$ cat src/hdl/brb_pkg.sv
// Shared types and constants for the byte ring buffer with pattern search.
`timescale 1ns / 1ps
`default_nettype none
package brb_pkg;

    localparam logic [2:0] OP_WRITE    = 3'd0;
    localparam logic [2:0] OP_READ     = 3'd1;
    localparam logic [2:0] OP_DISCARD  = 3'd2;
    localparam logic [2:0] OP_FIND     = 3'd3;
    localparam logic [2:0] OP_READ_TIL = 3'd4;
    localparam logic [2:0] OP_SUB      = 3'd5;

    localparam logic [1:0] ST_OK       = 2'd0;
    localparam logic [1:0] ST_SHORT    = 2'd1;
    localparam logic [1:0] ST_NOTFOUND = 2'd2;

    localparam logic [1:0] CFG_CAPACITY = 2'd0;
    localparam logic [1:0] CFG_PATTERN  = 2'd1;
    localparam logic [1:0] CFG_PAT_LEN  = 2'd2;

    typedef enum logic [2:0] {
        S_IDLE,
        S_EMIT,
        S_SEARCH,
        S_RESULT
    } state_t;

endpackage
`default_nettype wire

$ cat src/hdl/brb_store.sv
// Byte store: one write port, one registered read port.
`timescale 1ns / 1ps
`default_nettype none
module brb_store #(
    parameter int DEPTH = 64
) (
    input  wire logic                     clk,
    input  wire logic                     we,
    input  wire logic [$clog2(DEPTH)-1:0] waddr,
    input  wire logic [7:0]               wdata,
    input  wire logic [$clog2(DEPTH)-1:0] raddr,
    output logic      [7:0]               rdata
);
    logic [7:0] mem [DEPTH];

    always_ff @(posedge clk)
    begin
        if (we)
        begin
            mem[waddr] <= wdata;
        end
        rdata <= mem[raddr];
    end
endmodule
`default_nettype wire

$ cat src/hdl/byte_ring_buffer_with_pattern_search.sv
// Top level: ring buffer control, search sequencer and output register.
`timescale 1ns / 1ps
`default_nettype none
// Byte ring buffer with pattern search. A string streams in at one byte per
// cycle while results are taken as they come. Read, read until and sub range
// walk the single store read port, issuing the next address only as each
// registered byte is handed over. Find tries each start offset and compares
// the pattern byte by byte through the same port. Each result waits in one
// output register until taken; a new word is taken only when that register is
// free or being emptied. No clearing pass is needed after reset.
module byte_ring_buffer_with_pattern_search #(
    parameter int CAPACITY    = 64,
    parameter int MAX_PATTERN = 8
) (
    input  wire logic        clk,
    input  wire logic        rst_n,
    input  wire logic        s_tvalid,
    output logic             s_tready,
    // operation[2:0], data_byte[10:3], byte_count[17:11], first_of_string[18],
    // peek_only[19], range_start[27:20], range_end[35:28], zero pad
    input  wire logic [39:0] s_tdata,
    output logic             m_tvalid,
    input  wire logic        m_tready,
    // out_byte[7:0], byte_valid[8], status[10:9], result_value[17:11],
    // fill_level[24:18], zero pad
    output logic [31:0]      m_tdata,
    output logic             m_tlast,
    input  wire logic        cfg_we,
    input  wire logic [1:0]  cfg_index,
    input  wire logic [63:0] cfg_data
);
    localparam int AW = $clog2(CAPACITY);
    localparam int PW = $clog2(MAX_PATTERN + 1);
    localparam logic [6:0] CAP7 = 7'(CAPACITY);
    localparam logic [3:0] MAXP4 = 4'(MAX_PATTERN);

    logic [2:0] op;
    logic [7:0] din;
    logic [6:0] cnt;
    logic       first, peek;
    logic signed [8:0] rs, re;
    assign op    = s_tdata[2:0];
    assign din   = s_tdata[10:3];
    assign cnt   = s_tdata[17:11];
    assign first = s_tdata[18];
    assign peek  = s_tdata[19];
    assign rs    = 9'(signed'(s_tdata[27:20]));
    assign re    = 9'(signed'(s_tdata[35:28]));

    brb_pkg::state_t state_reg, state_next;
    logic [6:0]  cap_reg, cap_next;
    logic [63:0] pat_reg, pat_next;
    logic [PW-1:0] plen_reg, plen_next;
    logic [AW-1:0] rp_reg, rp_next, wp_reg, wp_next;
    logic [6:0]  held_reg, held_next, left_reg, left_next;
    logic        rej_reg, rej_next;
    // walk control
    logic [6:0]  base_reg, base_next;   // start offset (search candidate or emit start)
    logic [6:0]  idx_reg, idx_next;     // bytes emitted / pattern index
    logic [6:0]  num_reg, num_next;     // bytes to emit / match end
    logic        rd_pend_reg, rd_pend_next;
    logic        consume_reg, consume_next;
    logic        til_reg, til_next;
    // output register
    logic        ov_reg, ov_next;
    logic [24:0] od_reg, od_next;
    logic        ol_reg, ol_next;

    logic          mem_we;
    logic [AW-1:0] mem_waddr, mem_raddr;
    logic [7:0]    mem_rdata;
    logic [6:0]    roff;

    brb_store #(.DEPTH(CAPACITY)) u_store (
        .clk(clk), .we(mem_we), .waddr(mem_waddr), .wdata(din),
        .raddr(mem_raddr), .rdata(mem_rdata)
    );

    // address = (p + off) mod cap, for p < cap and off <= cap
    function automatic logic [AW-1:0] wrap(input logic [AW-1:0] p, input logic [6:0] off,
                                           input logic [6:0] cap);
        logic [7:0] s;
        s = 8'(p) + 8'(off);
        if (s >= 8'(cap)) s = s - 8'(cap);
        return AW'(s);
    endfunction

    assign mem_raddr = wrap(rp_reg, roff, cap_reg);
    assign mem_waddr = wp_reg;

    logic out_free;
    assign out_free = !ov_reg || m_tready;

    logic [7:0] pbyte;
    assign pbyte = pat_reg[{idx_reg[2:0], 3'b000} +: 8];

    always_comb
    begin
        logic [6:0] tot;
        logic signed [8:0] s, e, h;
        state_next = state_reg;
        cap_next = cap_reg; pat_next = pat_reg; plen_next = plen_reg;
        rp_next = rp_reg; wp_next = wp_reg; held_next = held_reg;
        left_next = left_reg; rej_next = rej_reg;
        base_next = base_reg; idx_next = idx_reg; num_next = num_reg;
        rd_pend_next = 1'b0; consume_next = consume_reg; til_next = til_reg;
        ov_next = ov_reg && !m_tready; od_next = od_reg; ol_next = ol_reg;
        mem_we = 1'b0; roff = 7'(base_reg + idx_reg);
        s_tready = 1'b0;
        tot = 7'd0; h = 9'(held_reg); s = 9'sd0; e = 9'sd0;

        unique case (state_reg)
            brb_pkg::S_IDLE:
            begin
                s_tready = out_free;
                if (s_tvalid && out_free)
                begin
                    od_next = '0; ol_next = 1'b1; ov_next = 1'b1;
                    state_next = brb_pkg::S_IDLE;
                    unique case (op)
                        brb_pkg::OP_WRITE:
                        begin
                            od_next[10:9] = brb_pkg::ST_SHORT;
                            if (first)
                            begin
                                rej_next = 1'b0; left_next = 7'd0;
                                if (8'(cnt) + 8'(held_reg) > 8'(cap_reg))
                                begin
                                    left_next = (cnt != 0) ? cnt - 7'd1 : 7'd0;
                                    rej_next = cnt > 7'd1;
                                end
                                else if (cnt == 0)
                                    od_next[10:9] = brb_pkg::ST_OK;
                                else
                                begin
                                    mem_we = 1'b1;
                                    wp_next = wrap(wp_reg, 7'd1, cap_reg);
                                    held_next = held_reg + 7'd1;
                                    left_next = cnt - 7'd1;
                                    od_next[10:9] = brb_pkg::ST_OK;
                                    od_next[17:11] = 7'd1;
                                end
                            end
                            else if (rej_reg)
                            begin
                                if (left_reg != 0) left_next = left_reg - 7'd1;
                                if (left_reg <= 7'd1) rej_next = 1'b0;
                            end
                            else if (left_reg != 0 && held_reg < cap_reg)
                            begin
                                mem_we = 1'b1;
                                wp_next = wrap(wp_reg, 7'd1, cap_reg);
                                held_next = held_reg + 7'd1;
                                left_next = left_reg - 7'd1;
                                od_next[10:9] = brb_pkg::ST_OK;
                                od_next[17:11] = 7'd1;
                            end
                            od_next[24:18] = held_next;
                        end
                        brb_pkg::OP_READ, brb_pkg::OP_DISCARD:
                        begin
                            if (cnt > held_reg)
                                od_next[10:9] = brb_pkg::ST_SHORT;
                            else if (op == brb_pkg::OP_DISCARD || cnt == 0)
                            begin
                                held_next = held_reg - cnt;
                                rp_next = wrap(rp_reg, cnt, cap_reg);
                            end
                            else
                            begin
                                ov_next = ov_reg && !m_tready;
                                base_next = 7'd0; idx_next = 7'd0; num_next = cnt;
                                consume_next = !peek; roff = 7'd0;
                                rd_pend_next = 1'b1;
                                state_next = brb_pkg::S_EMIT;
                            end
                            od_next[24:18] = held_next;
                        end
                        brb_pkg::OP_FIND, brb_pkg::OP_READ_TIL:
                        begin
                            til_next = op == brb_pkg::OP_READ_TIL;
                            if (held_reg == 0 || 7'(plen_reg) > held_reg)
                            begin
                                od_next[10:9] = brb_pkg::ST_NOTFOUND;
                                od_next[24:18] = held_reg;
                            end
                            else
                            begin
                                ov_next = ov_reg && !m_tready;
                                base_next = 7'd0; idx_next = 7'd0; roff = 7'd0;
                                rd_pend_next = 1'b1;
                                state_next = brb_pkg::S_SEARCH;
                            end
                        end
                        brb_pkg::OP_SUB:
                        begin
                            s = rs; e = re;
                            if (s < 0) s = 9'sd1 + s + h;
                            if (s < 1) s = 9'sd1;
                            if (e < 0) e = 9'sd1 + e + h;
                            if (e > h) e = h;
                            od_next[24:18] = held_reg;
                            if (s <= e)
                            begin
                                ov_next = ov_reg && !m_tready;
                                base_next = 7'(s - 9'sd1); idx_next = 7'd0;
                                num_next = 7'(e - s + 9'sd1);
                                consume_next = 1'b0; roff = 7'(s - 9'sd1);
                                rd_pend_next = 1'b1;
                                state_next = brb_pkg::S_EMIT;
                            end
                        end
                        default:
                        begin
                            od_next[10:9] = brb_pkg::ST_SHORT;
                            od_next[24:18] = held_reg;
                        end
                    endcase
                end
            end
            brb_pkg::S_EMIT:
            begin
                // once no read is pending, rdata holds byte idx; hand it over when the output is free
                tot = idx_reg + 7'd1;
                if (out_free && rd_pend_reg == 1'b0)
                begin
                    ov_next = 1'b1;
                    od_next = '0;
                    od_next[7:0] = mem_rdata; od_next[8] = 1'b1;
                    ol_next = tot == num_reg;
                    if (tot == num_reg)
                    begin
                        if (consume_reg)
                        begin
                            held_next = held_reg - num_reg;
                            rp_next = wrap(rp_reg, num_reg, cap_reg);
                        end
                        od_next[24:18] = consume_reg ? held_reg - num_reg : held_reg;
                        state_next = brb_pkg::S_IDLE;
                    end
                    else
                    begin
                        od_next[24:18] = consume_reg ? held_reg - num_reg : held_reg;
                        idx_next = tot; roff = 7'(base_reg + tot);
                        rd_pend_next = 1'b1;
                    end
                end
                else if (rd_pend_reg)
                begin
                    rd_pend_next = 1'b0;
                end
                else
                begin
                    rd_pend_next = 1'b0;
                end
            end
            brb_pkg::S_SEARCH:
            begin
                if (!rd_pend_reg)
                begin
                    if (mem_rdata == pbyte)
                    begin
                        if (idx_reg + 7'd1 == 7'(plen_reg))
                        begin
                            num_next = base_reg + 7'(plen_reg);
                            state_next = brb_pkg::S_RESULT;
                        end
                        else
                        begin
                            idx_next = idx_reg + 7'd1;
                            roff = 7'(base_reg + idx_reg + 7'd1);
                            rd_pend_next = 1'b1;
                        end
                    end
                    else if (base_reg + 7'(plen_reg) >= held_reg)
                    begin
                        num_next = 7'd0;
                        state_next = brb_pkg::S_RESULT;
                    end
                    else
                    begin
                        base_next = base_reg + 7'd1; idx_next = 7'd0;
                        roff = base_reg + 7'd1;
                        rd_pend_next = 1'b1;
                    end
                end
            end
            brb_pkg::S_RESULT:
            begin
                if (num_reg == 0 || !til_reg)
                begin
                    if (out_free)
                    begin
                        ov_next = 1'b1; od_next = '0; ol_next = 1'b1;
                        od_next[10:9] = (num_reg == 0) ? brb_pkg::ST_NOTFOUND
                                                      : brb_pkg::ST_OK;
                        od_next[17:11] = num_reg;
                        od_next[24:18] = held_reg;
                        state_next = brb_pkg::S_IDLE;
                    end
                end
                else
                begin
                    base_next = 7'd0; idx_next = 7'd0; consume_next = 1'b1;
                    roff = 7'd0; rd_pend_next = 1'b1;
                    state_next = brb_pkg::S_EMIT;
                end
            end
            default: state_next = brb_pkg::S_IDLE;
        endcase

        if (cfg_we)
        begin
            unique case (cfg_index)
                brb_pkg::CFG_CAPACITY:
                begin
                    if (cfg_data[6:0] == 7'd0) cap_next = 7'd1;
                    else if (cfg_data[6:0] > CAP7) cap_next = CAP7;
                    else cap_next = cfg_data[6:0];
                    rp_next = '0; wp_next = '0; held_next = '0;
                    left_next = '0; rej_next = 1'b0;
                end
                brb_pkg::CFG_PATTERN: pat_next = cfg_data;
                brb_pkg::CFG_PAT_LEN:
                begin
                    if (cfg_data[3:0] == 4'd0) plen_next = PW'(1);
                    else if (cfg_data[3:0] > MAXP4) plen_next = PW'(MAX_PATTERN);
                    else plen_next = PW'(cfg_data[3:0]);
                end
                default: ;
            endcase
        end
    end

    always_ff @(posedge clk or negedge rst_n)
    begin
        if (!rst_n)
        begin
            state_reg <= brb_pkg::S_IDLE;
            cap_reg <= CAP7; pat_reg <= 64'd2573; plen_reg <= PW'(2);
            rp_reg <= '0; wp_reg <= '0; held_reg <= '0; left_reg <= '0;
            rej_reg <= 1'b0; ov_reg <= 1'b0; rd_pend_reg <= 1'b0;
            base_reg <= '0; idx_reg <= '0; num_reg <= '0;
            consume_reg <= 1'b0; til_reg <= 1'b0;
        end
        else
        begin
            state_reg <= state_next;
            cap_reg <= cap_next; pat_reg <= pat_next; plen_reg <= plen_next;
            rp_reg <= rp_next; wp_reg <= wp_next; held_reg <= held_next;
            left_reg <= left_next; rej_reg <= rej_next; ov_reg <= ov_next;
            rd_pend_reg <= rd_pend_next;
            base_reg <= base_next; idx_reg <= idx_next; num_reg <= num_next;
            consume_reg <= consume_next; til_reg <= til_next;
        end
    end

    always_ff @(posedge clk)
    begin
        od_reg <= od_next;
        ol_reg <= ol_next;
    end

    assign m_tvalid = ov_reg;
    assign m_tdata  = {7'd0, od_reg};
    assign m_tlast  = ol_reg;
endmodule
`default_nettype wire

$ cat config.mk
export PLATFORM = sky130hd
export DESIGN_NAME = byte_ring_buffer_with_pattern_search
export DESIGN_NICKNAME = d
export VERILOG_FILES = /design/src/hdl/brb_pkg.sv /design/src/hdl/brb_store.sv /design/src/hdl/byte_ring_buffer_with_pattern_search.sv
export SDC_FILE = /design/constraint.sdc
export NUM_CORES = 1
export LEC_CHECK = 0
export BUFFER_PORTS_ARGS = -buffer_cell sky130_fd_sc_hd__buf_2
export CORE_UTILIZATION = 35
export DETAILED_ROUTE_END_ITERATION = 8
export PLACE_DENSITY_LB_ADDON = 0.25
export SLEW_MARGIN = 10
export SYNTH_ARGS = -nofsm -noshare
export SYNTH_HDL_FRONTEND = slang
export SYNTH_HIERARCHICAL = 1
export SYNTH_SLANG_ARGS = --single-unit
$ cat constraint.sdc
create_clock -name clk -period 21.1 [get_ports clk]
set_clock_uncertainty 0.15 [all_clocks]
set_input_delay 4.22 -clock clk [delete_from_list [all_inputs] [get_ports clk]]
set_output_delay 4.22 -clock clk [all_outputs]
set_load 0.01 [all_outputs]
==> results of run 1 <==
## layout make-up
| type | count | area [µm²] | area share [%] |
|---|---|---|---|
| Multi-Input combinational cell | 1765 | 14900 | 37.4 |
| Clock buffer | 96 | 1960 | 4.93 |
| Inverter | 105 | 394 | 0.990 |
| Antenna cell | 2 | 5.00 | 0.0126 |
| Tap cell | 1357 | 1700 | 4.27 |
| Timing Repair Buffer | 162 | 902 | 2.27 |
| Clock inverter | 40 | 390 | 0.981 |
| Sequential cell | 675 | 19600 | 49.1 |
## through the flow
stage                     instances  setup WS, ns  util, %  cell area, µm²
final                          4202          4.79     39.7           39800
after global routing           4202          3.95     39.7           39800
after CTS                      4199          4.87     39.7           39800
after detailed placement       4063          4.25     37.3           37400
after global placement         4063          4.39     37.3           37400
after floorplan                2671          7.32        -           35500
## logic make-up after synthesis
group | share of synthesized area (%)
AOI/OAI and AO/OA | 10.2
xor gates and xnor gates | 2.81
muxes | 13.7
adders and majority gates | 6.69
DFF | 55.2
buffers and inverters | 2.95
and+or+nand+nor | 8.46
other | 0.0106
## path summary, 6_finish.rpt
| check | slack (ns) | endpoint | cells after the start |
|---|---|---|---|
| min | 0.35 | pat_reg[35] | 1 |
| min reg2reg | 0.35 | pat_reg[35] | 1 |
| min in group asynchronous | 3.50 | left_reg[0] | 1 |
| max reg2reg | 7.71 | u_store/rdata[0] | 43 |
| max | 4.79 | u_store/rdata[0] | 44 |
| max in group asynchronous | 16.03 | pat_reg[31] | 2 |
## metal layers
| metal | wire length [µm] | up-vias | GRT usage (%) |
|---|---|---|---|
| li1 | - | 10500 | - |
| met1 | 42400 | 11800 | 25.3 |
| met2 | 50000 | 773 | 33.3 |
| met3 | 4920 | 160 | 2.47 |
| met4 | 3040 | 0 | 6.31 |
| met5 | 0 | - | 0 |
## cells in the final DEF (no fill, tap or decap), drive strengths merged, types with 9 or more instances in the layout
master and count:
a221oi 9, o211ai 15, and3 16, or3 13
and2 19, xor2 39, mux4 132, dfrtp 122
nor4 11, nor2b 35, nand2b 23, o21bai 19
fa 16, buf 162, a21o 36, o221ai 13
or2 15, nand3b 17, a22oi 25, nand4 13
inv 103, nand3 59, o31ai 17, edfxtp 538
o21ai 113, nor3 32, nor2 212, ha 163
a31oi 24, a21oi 123, o22ai 32, xnor2 67
mux2i 86, nand2 127, mux2 91, o21a 25
clkbuf 96, a211oi 17, clkinv 34
## critical path: cells and delay by family
family          cells  cell delay (ns)
mux                 4             1.94
simple gates       10             1.85
buf+inv             3             0.79
fa+ha+maj           6             2.03
compound gates     19             5.34
xor+xnor            2             0.43
==> run metrics, run 1 <==
critical path data arrival time 16.65 ns; share of the cycle needed by the critical path after routing 77.3%; last weighted congestion value of the routability-driven placer 0.958; Post-synth EDFFs 538; required time worst endpoint 21.44 ns; critical path capture point type register; startpoint of the tightest hold check path pat_reg[35]; Least-Margin Pin Slew 1.21 ns; Final Hold Vio Count 0; filler instances 9,377; die boundary height 320 µm; Crit Path Category in -> reg; Synth Area per Inst 13.3 µm²; cell with the largest stage delay on the worst path sky130_fd_sc_hd__o21ai_1; pins over their slew limit 0; crit-path max cell delay 0.84 ns; vias after detailed routing 23,200; RSZ-0062 raised after global routing false; Sink Count 675; number of unique standard cell types used by synthesis 97; proportion of netlist area held by the largest area contributor 45.6%; maximum number of pins on one net before global-route repair 107; largest cells by area after synthesis sky130_fd_sc_hd__edfxtp_1 46%, sky130_fd_sc_hd__dfrtp_1 8.6%, sky130_fd_sc_hd__mux4_2 8.4%; Setup TNS 0 ns; result of the run complete, no violations; starting DRC count in detailed routing 1,905; cell type contributing the most total cell area after synthesis sky130_fd_sc_hd__edfxtp_1; Site Rows 116; number of buffers inserted during clock tree synthesis 74; clock tree from TritonCTS built; Achievable Freq 0.0613 GHz; DR vias/cell 5.52; average wire per standard cell 23.9 µm; global-route wire length before repair 150 mm; largest fanout of any net on the critical path 46; synthesis warning total 6; Largest register FFs 512; top-count cell post-synth sky130_fd_sc_hd__edfxtp_1; clock slew at reported path FFs 0.05 ns; part of the Yosys area used for sequential elements 55.2%; DRT antenna net count 0; Initial Util 35.3%; top cells by count, synth 538 x sky130_fd_sc_hd__edfxtp_1, 211 x sky130_fd_sc_hd__nor2_1, 163 x sky130_fd_sc_hd__ha_1, 132 x sky130_fd_sc_hd__mux4_2, 127 x sky130_fd_sc_hd__nand2_1; cell area after synthesis 35,400 µm²; NumNets Final 3,073; floorplan die area 103,000 µm²; CTS Hold Bufs 0; Slew headroom 19.3%; Detailed Place HPWL 69.3 mm; Primary FF master, synth sky130_fd_sc_hd__edfxtp_1; I/O pin count 146; post-CTS setup-driven buffer insertion count 0; DRC 0; # Max-Cap Violations 0; total overflow reported by the global router 0; source-to-sink clock delay at the later pin of the worst-skew pair 0.65 ns; cell at the root of the clock tree sky130_fd_sc_hd__clkbuf_16; Global Route Usage Sum 19.4%; Mapped Cells 2,665; final routed wirelength across all metal layers 100 mm; antenna violations before repair 2; vias in the first global route 23,600; synth-to-layout area growth 12.3%; layout cell share with drive strength beyond 1 18.7%; final setup violation count 0; startpoint type of the worst setup path input pin; Worst Setup SP s_tdata[28]; clock tree buffer depth 3; number of iterations in the first detailed-routing pass 6; Final min period 16.31 ns; Critical R2R Launch held_reg[0]; Core Region 100,000 µm²; worst-case hold slack 0.352 ns; count of port buffers added during placement 134; type of the tightest min-delay check reg -> reg; ys async rst share 19.1%; number of resized instances in the post-cts repair step 0; maximum level of the CTS H-tree 3; Die Width 320 µm; synthesis-stage register bit count 675
Power of run 1 is not shown: default switching activity piles up to over one toggle a cycle in this logic, so the estimate is an artifact.
==> inputs of run 2 (changes only) <==
==> constraint.sdc (replaced) <==
create_clock -name clk -period 14.8 [get_ports clk]
set_clock_uncertainty 0.15 [all_clocks]
set_input_delay 2.96 -clock clk [delete_from_list [all_inputs] [get_ports clk]]
set_output_delay 2.96 -clock clk [all_outputs]
set_load 0.01 [all_outputs]
==> run metrics, run 2 (synthesized netlist as in run 1, its figures left out) <==
global-route wire length before repair 151 mm (+0.95%); DRC 0 (unchanged); Site Rows 116 (unchanged); CTS Hold Bufs 0 (unchanged); GR Layer Usage met3 2.68% (+0.21 points); # Max-Cap Violations 0 (unchanged); DRT antenna net count 0 (unchanged); post-route design area 40,200 µm² (+0.98%); source-to-sink clock delay at the later pin of the worst-skew pair 0.66 ns (about the same); pins over their slew limit 0 (unchanged); average wire per standard cell 23.9 µm (about the same); DP Area 37,600 µm² (+0.55%); final routed wirelength across all metal layers 101 mm (+0.49%); Final min period 13.85 ns; I/O pin count 146 (unchanged); count of port buffers added during placement 134 (unchanged); share of the cycle needed by the critical path after routing 93.6%; startpoint type of the worst setup path input pin; vias after detailed routing 23,300 (+0.44%); NumNets Final 3,096 (+0.75%); critical path capture point type register; Final Hold Vio Count 0 (unchanged); floorplan die area 103,000 µm² (unchanged); vias in the first global route 23,900 (+1.5%); clock tree from TritonCTS built; number of resized instances in the post-cts repair step 0 (unchanged); Setup TNS 0 ns (unchanged); last weighted congestion value of the routability-driven placer 0.924 (-3.5%); clock slew at reported path FFs 0.06 ns (about the same); antenna violations before repair 2 (unchanged); total overflow reported by the global router 0 (unchanged); number of buffers inserted during clock tree synthesis 75 (+1.4%); required time worst endpoint 15.15 ns (-6.29 ns); clock tree buffer depth 3 (unchanged); synth-to-layout area growth 13.4%; Die Width 320 µm (unchanged); cell family with the largest share of critical-path delay compound AO/OA/AOI/OAI gates; maximum level of the CTS H-tree 3 (unchanged); Detailed Place HPWL 70.6 mm (+1.9%); Crit Path Category in -> reg; final setup violation count 0 (unchanged); Sink Count 675 (unchanged); number of iterations in the first detailed-routing pass 5 (-1); maximum number of pins on one net before global-route repair 83 (-22%); post-CTS setup-driven buffer insertion count 0 (unchanged); combined buffer and inverter count along the critical path 5 (+2); Slew headroom 20.6% (+1.3 points); Achievable Freq 0.0722 GHz; largest fanout of any net on the critical path 38 (-17%); Global Route Usage Sum 19.4% (+0.058 points); cell with the largest stage delay on the worst path sky130_fd_sc_hd__a2111oi_0; GR Util met2 33.6% (+0.36 points); Largest register FFs 512 (unchanged); met1 Resource Use GR 24.8% (-0.58 points); type of the tightest min-delay check reg -> reg; starting DRC count in detailed routing 1,879 (-1.4%); Initial Util 35.3% (unchanged); crit-path max cell delay 0.71 ns (-0.13 ns); Core Region 100,000 µm² (unchanged); cell at the root of the clock tree sky130_fd_sc_hd__clkbuf_16; result of the run complete, no violations; DR vias/cell 5.52 (about the same); global routing's busiest layer met2; most frequent cells in the layout 538 x sky130_fd_sc_hd__edfxtp_1, 211 x sky130_fd_sc_hd__nor2_1, 163 x sky130_fd_sc_hd__ha_1; Least-Margin Pin Slew 1.19 ns (-0.0199 ns); commonest non-fill, non-tap cell in the layout sky130_fd_sc_hd__edfxtp_1; die boundary height 320 µm (unchanged); critical path data arrival time 14.20 ns (-2.45 ns); RSZ-0062 raised after global routing false; layout cell share with drive strength beyond 1 19.4% (+0.70 points)
-- run 2: changes by cell type in the layout (fill, tap and decap cells not counted), moves of 2 or more --
cell | before | now
sky130_fd_sc_hd__buf_12 | 1 | 6
sky130_fd_sc_hd__clkinvlp_4 | 5 | 1
sky130_fd_sc_hd__clkinv_1 | 19 | 15
sky130_fd_sc_hd__clkinv_16 | 3 | 5
sky130_fd_sc_hd__buf_4 | 28 | 43
sky130_fd_sc_hd__inv_8 | 0 | 2
sky130_fd_sc_hd__bufinv_16 | 3 | 7
sky130_fd_sc_hd__clkinv_2 | 11 | 8
-- run 2: worst reg2reg max path: cells and delay by family (launching register included) --
kind	cells	cell delay [ns]
compound gates	20	4.74
xor+xnor	1	0.25
fa+ha+maj	6	2.15
buf+inv	4	1.31
flops	1	0.77
mux	3	1.42
simple gates	11	1.85
-- run 2: per-stage QoR --
step           std cells  utilization, %  setup WS [ns]  hold WS [ns]
2_1_floorplan       2671               -           2.28         0.324
3_3_place_gp        4084            37.5          0.546         0.335
3_5_place_dp        4084            37.5          0.476         0.340
4_1_cts             4219            40.1           1.09         0.354
5_1_grt             4222            40.1          0.308         0.367
6_report            4223            40.1          0.952         0.351
-- run 2: final cells by class --
class	count	area, µm²
multi-input combinational	1765	14900
timing repair buffer	184	1120
antenna	2	5.00
clock inverter	36	517
tap	1357	1700
inverter	105	394
clock buffer	99	2010
fill	9302	60100
sequential	675	19600
-- run 2: layer usage --
| metal | share of wire [%] | up-vias |
|---|---|---|
| met1 | 42 | 11900 |
| met3 | 4.8 | 181 |
| met5 | 0 | - |
| li1 | - | 10500 |
| met2 | 50 | 735 |
| met4 | 3.6 | 0 |
-- run 2: path summary, 6_finish.rpt --
kind / start / endpoint / slack [ns] / cells after the start
max in group asynchronous: rst_n / pat_reg[41] / 10.84 / 2
max reg2reg: held_reg[0] / u_store/rdata[4] / 2.04 / 45
max: s_tdata[28] / u_store/rdata[4] / 0.95 / 46
min: pat_reg[54] / pat_reg[54] / 0.35 / 1
min in group asynchronous: rst_n / held_reg[6] / 2.12 / 1
min reg2reg: pat_reg[54] / pat_reg[54] / 0.35 / 1
Power of run 2 is left out for the same reason.
==> inputs of run 3 (changes only) <==
--- a/config.mk
+++ b/config.mk
@@ -6,6 +6,7 @@
 export NUM_CORES = 1
 export LEC_CHECK = 0
 export BUFFER_PORTS_ARGS = -buffer_cell sky130_fd_sc_hd__buf_2
+export CORE_MARGIN = 2
 export CORE_UTILIZATION = 35
 export DETAILED_ROUTE_END_ITERATION = 8
 export PLACE_DENSITY_LB_ADDON = 0.25
==> run metrics, run 3 (synthesized netlist as in run 1, its figures left out) <==
result of the run finished, violations left; violated checks DRC; cell with the largest stage delay on the worst path sky130_fd_sc_hd__a2111oi_0; required time worst endpoint 15.17 ns (+0.02 ns); total overflow reported by the global router 0 (unchanged); Slew headroom 10.6% (-10 points); Detailed Place HPWL 70.5 mm (-0.22%); Global Route Usage Sum 19.2% (-0.20 points); clock slew at reported path FFs 0.06 ns (about the same); DP Area 37,700 µm² (about the same); Least-Margin Pin Slew 1.34 ns (+0.150 ns); # Max-Cap Violations 0 (unchanged); antenna violations before repair 3 (+1); clock tree from TritonCTS built; critical path depth in cells 46 (unchanged); Site Rows 116 (unchanged); Core Region 100,000 µm² (unchanged); largest fanout of any net on the critical path 22 (-42%); synth-to-layout area growth 14.0%; combined buffer and inverter count along the critical path 6 (+1); commonest non-fill, non-tap cell in the layout sky130_fd_sc_hd__edfxtp_1; layout cell share with drive strength beyond 1 19.8% (+0.38 points); type of the tightest min-delay check reg -> reg; die boundary height 322 µm (+0.62%); count of port buffers added during placement 134 (unchanged); maximum level of the CTS H-tree 3 (unchanged); critical path capture point type register; RSZ-0062 raised after global routing false; source-to-sink clock delay at the later pin of the worst-skew pair 0.65 ns (about the same); share of the cycle needed by the critical path after routing 92.4% (-1.2 points); Final min period 13.67 ns (-0.180 ns); vias in the first global route 24,000 (+0.21%); CTS Hold Bufs 0 (unchanged); DRT antenna net count 0 (unchanged); I/O pin count 146 (unchanged); clock tree buffer depth 3 (unchanged); Setup TNS 0 ns (unchanged); Crit Path Category in -> reg; number of resized instances in the post-cts repair step 0 (unchanged); Initial Util 35.3% (unchanged); critical path data arrival time 14.04 ns (-0.16 ns); floorplan die area 104,000 µm² (+1.3%); number of buffers inserted during clock tree synthesis 77 (+2.7%); final routed wirelength across all metal layers 100 mm (-0.62%); post-route design area 40,400 µm² (+0.51%); cell at the root of the clock tree sky130_fd_sc_hd__clkbuf_16; filler instances 9,347 (+0.48%); Sink Count 675 (unchanged); number of iterations in the first detailed-routing pass 9 (+4); startpoint type of the worst setup path input pin; NumNets Final 3,099 (+0.097%); final setup violation count 0 (unchanged); crit-path max cell delay 0.71 ns (about the same); global-route wire length before repair 151 mm (-0.27%); vias after detailed routing 23,400 (+0.36%); maximum number of pins on one net before global-route repair 82 (-1.2%); Achievable Freq 0.0732 GHz (+1.3%); last weighted congestion value of the routability-driven placer 0.919 (-0.55%); Die Width 322 µm (+0.62%); DRC 4 (+4); starting DRC count in detailed routing 2,019 (+7.5%); cell family with the largest share of critical-path delay compound AO/OA/AOI/OAI gates; Min-Delay Path Depth 1 (unchanged); average wire per standard cell 23.7 µm (-0.88%); post-CTS setup-driven buffer insertion count 0 (unchanged); DR vias/cell 5.52 (about the same); Reg2Reg Depth 45 (unchanged); most frequent cells in the layout 538 x sky130_fd_sc_hd__edfxtp_1, 211 x sky130_fd_sc_hd__nor2_1, 163 x sky130_fd_sc_hd__ha_1; pins over their slew limit 0 (unchanged); Final Hold Vio Count 0 (unchanged); Largest register FFs 512 (unchanged)
## run 3: changes by cell type in the layout (fill, tap and decap cells not counted), sizes merged
cell / previous run / this run
clkbuf: 100 / 92
bufinv: 7 / 13
clkinv: 28 / 33
clkinvlp: 1 / 6
buf: 183 / 185
diode: 2 / 3
## run 3: worst reg2reg max path: cells and delay by family (launching register included)
kind                       cells  cell delay, ns
and+or+nand+nor               10            1.77
muxes                          3            1.26
DFF                            1            0.76
adders and majority gates      6            1.92
xor gates and xnor gates       1            0.25
AOI/OAI and AO/OA             20            4.82
buffers and inverters          5            1.53
## run 3: routing by layer
metal	wire, µm	share of wire, %	global-route usage, %	vias to the layer above
li1	-	-	-	10500
met1	41700	42	24.6	11900
met2	50500	50	33.6	729
met3	4430	4.4	2.40	191
met4	3590	3.6	6.81	0
met5	0	0	0	-
## run 3: cell type report
class	instances	area, µm²	share of cell area (%)
diodes	3	7.51	0.0186
clock buffers	92	2000	4.96
clock inverters	52	704	1.74
inverters	105	394	0.976
multi-input cells	1765	14900	36.9
flip-flops and latches	675	19600	48.4
well taps	1357	1700	4.20
repair buffers	185	1140	2.83
## run 3: stage by stage
step / worst slack (ns) / utilization (%) / hold WS, ns / cells
6_report: 1.13 / 40.3 / 0.352 / 4234
3_3_place_gp: 0.633 / 37.6 / 0.335 / 4087
5_1_grt: 0.450 / 40.3 / 0.370 / 4234
3_5_place_dp: 0.577 / 37.6 / 0.341 / 4087
2_1_floorplan: 2.28 / - / 0.324 / 2671
4_1_cts: 1.19 / 40.3 / 0.353 / 4231
## run 3: final timing paths
path                              from               end  slack, ns
max                        s_tdata[28]  u_store/rdata[4]       1.13
min                        pat_reg[19]       pat_reg[19]       0.35
max reg2reg                held_reg[0]  u_store/rdata[4]       2.23
min reg2reg                pat_reg[19]       pat_reg[19]       0.35
max in group asynchronous        rst_n       pat_reg[39]      11.03
min in group asynchronous        rst_n       left_reg[6]       2.21
Power of run 3 is left out for the same reason.
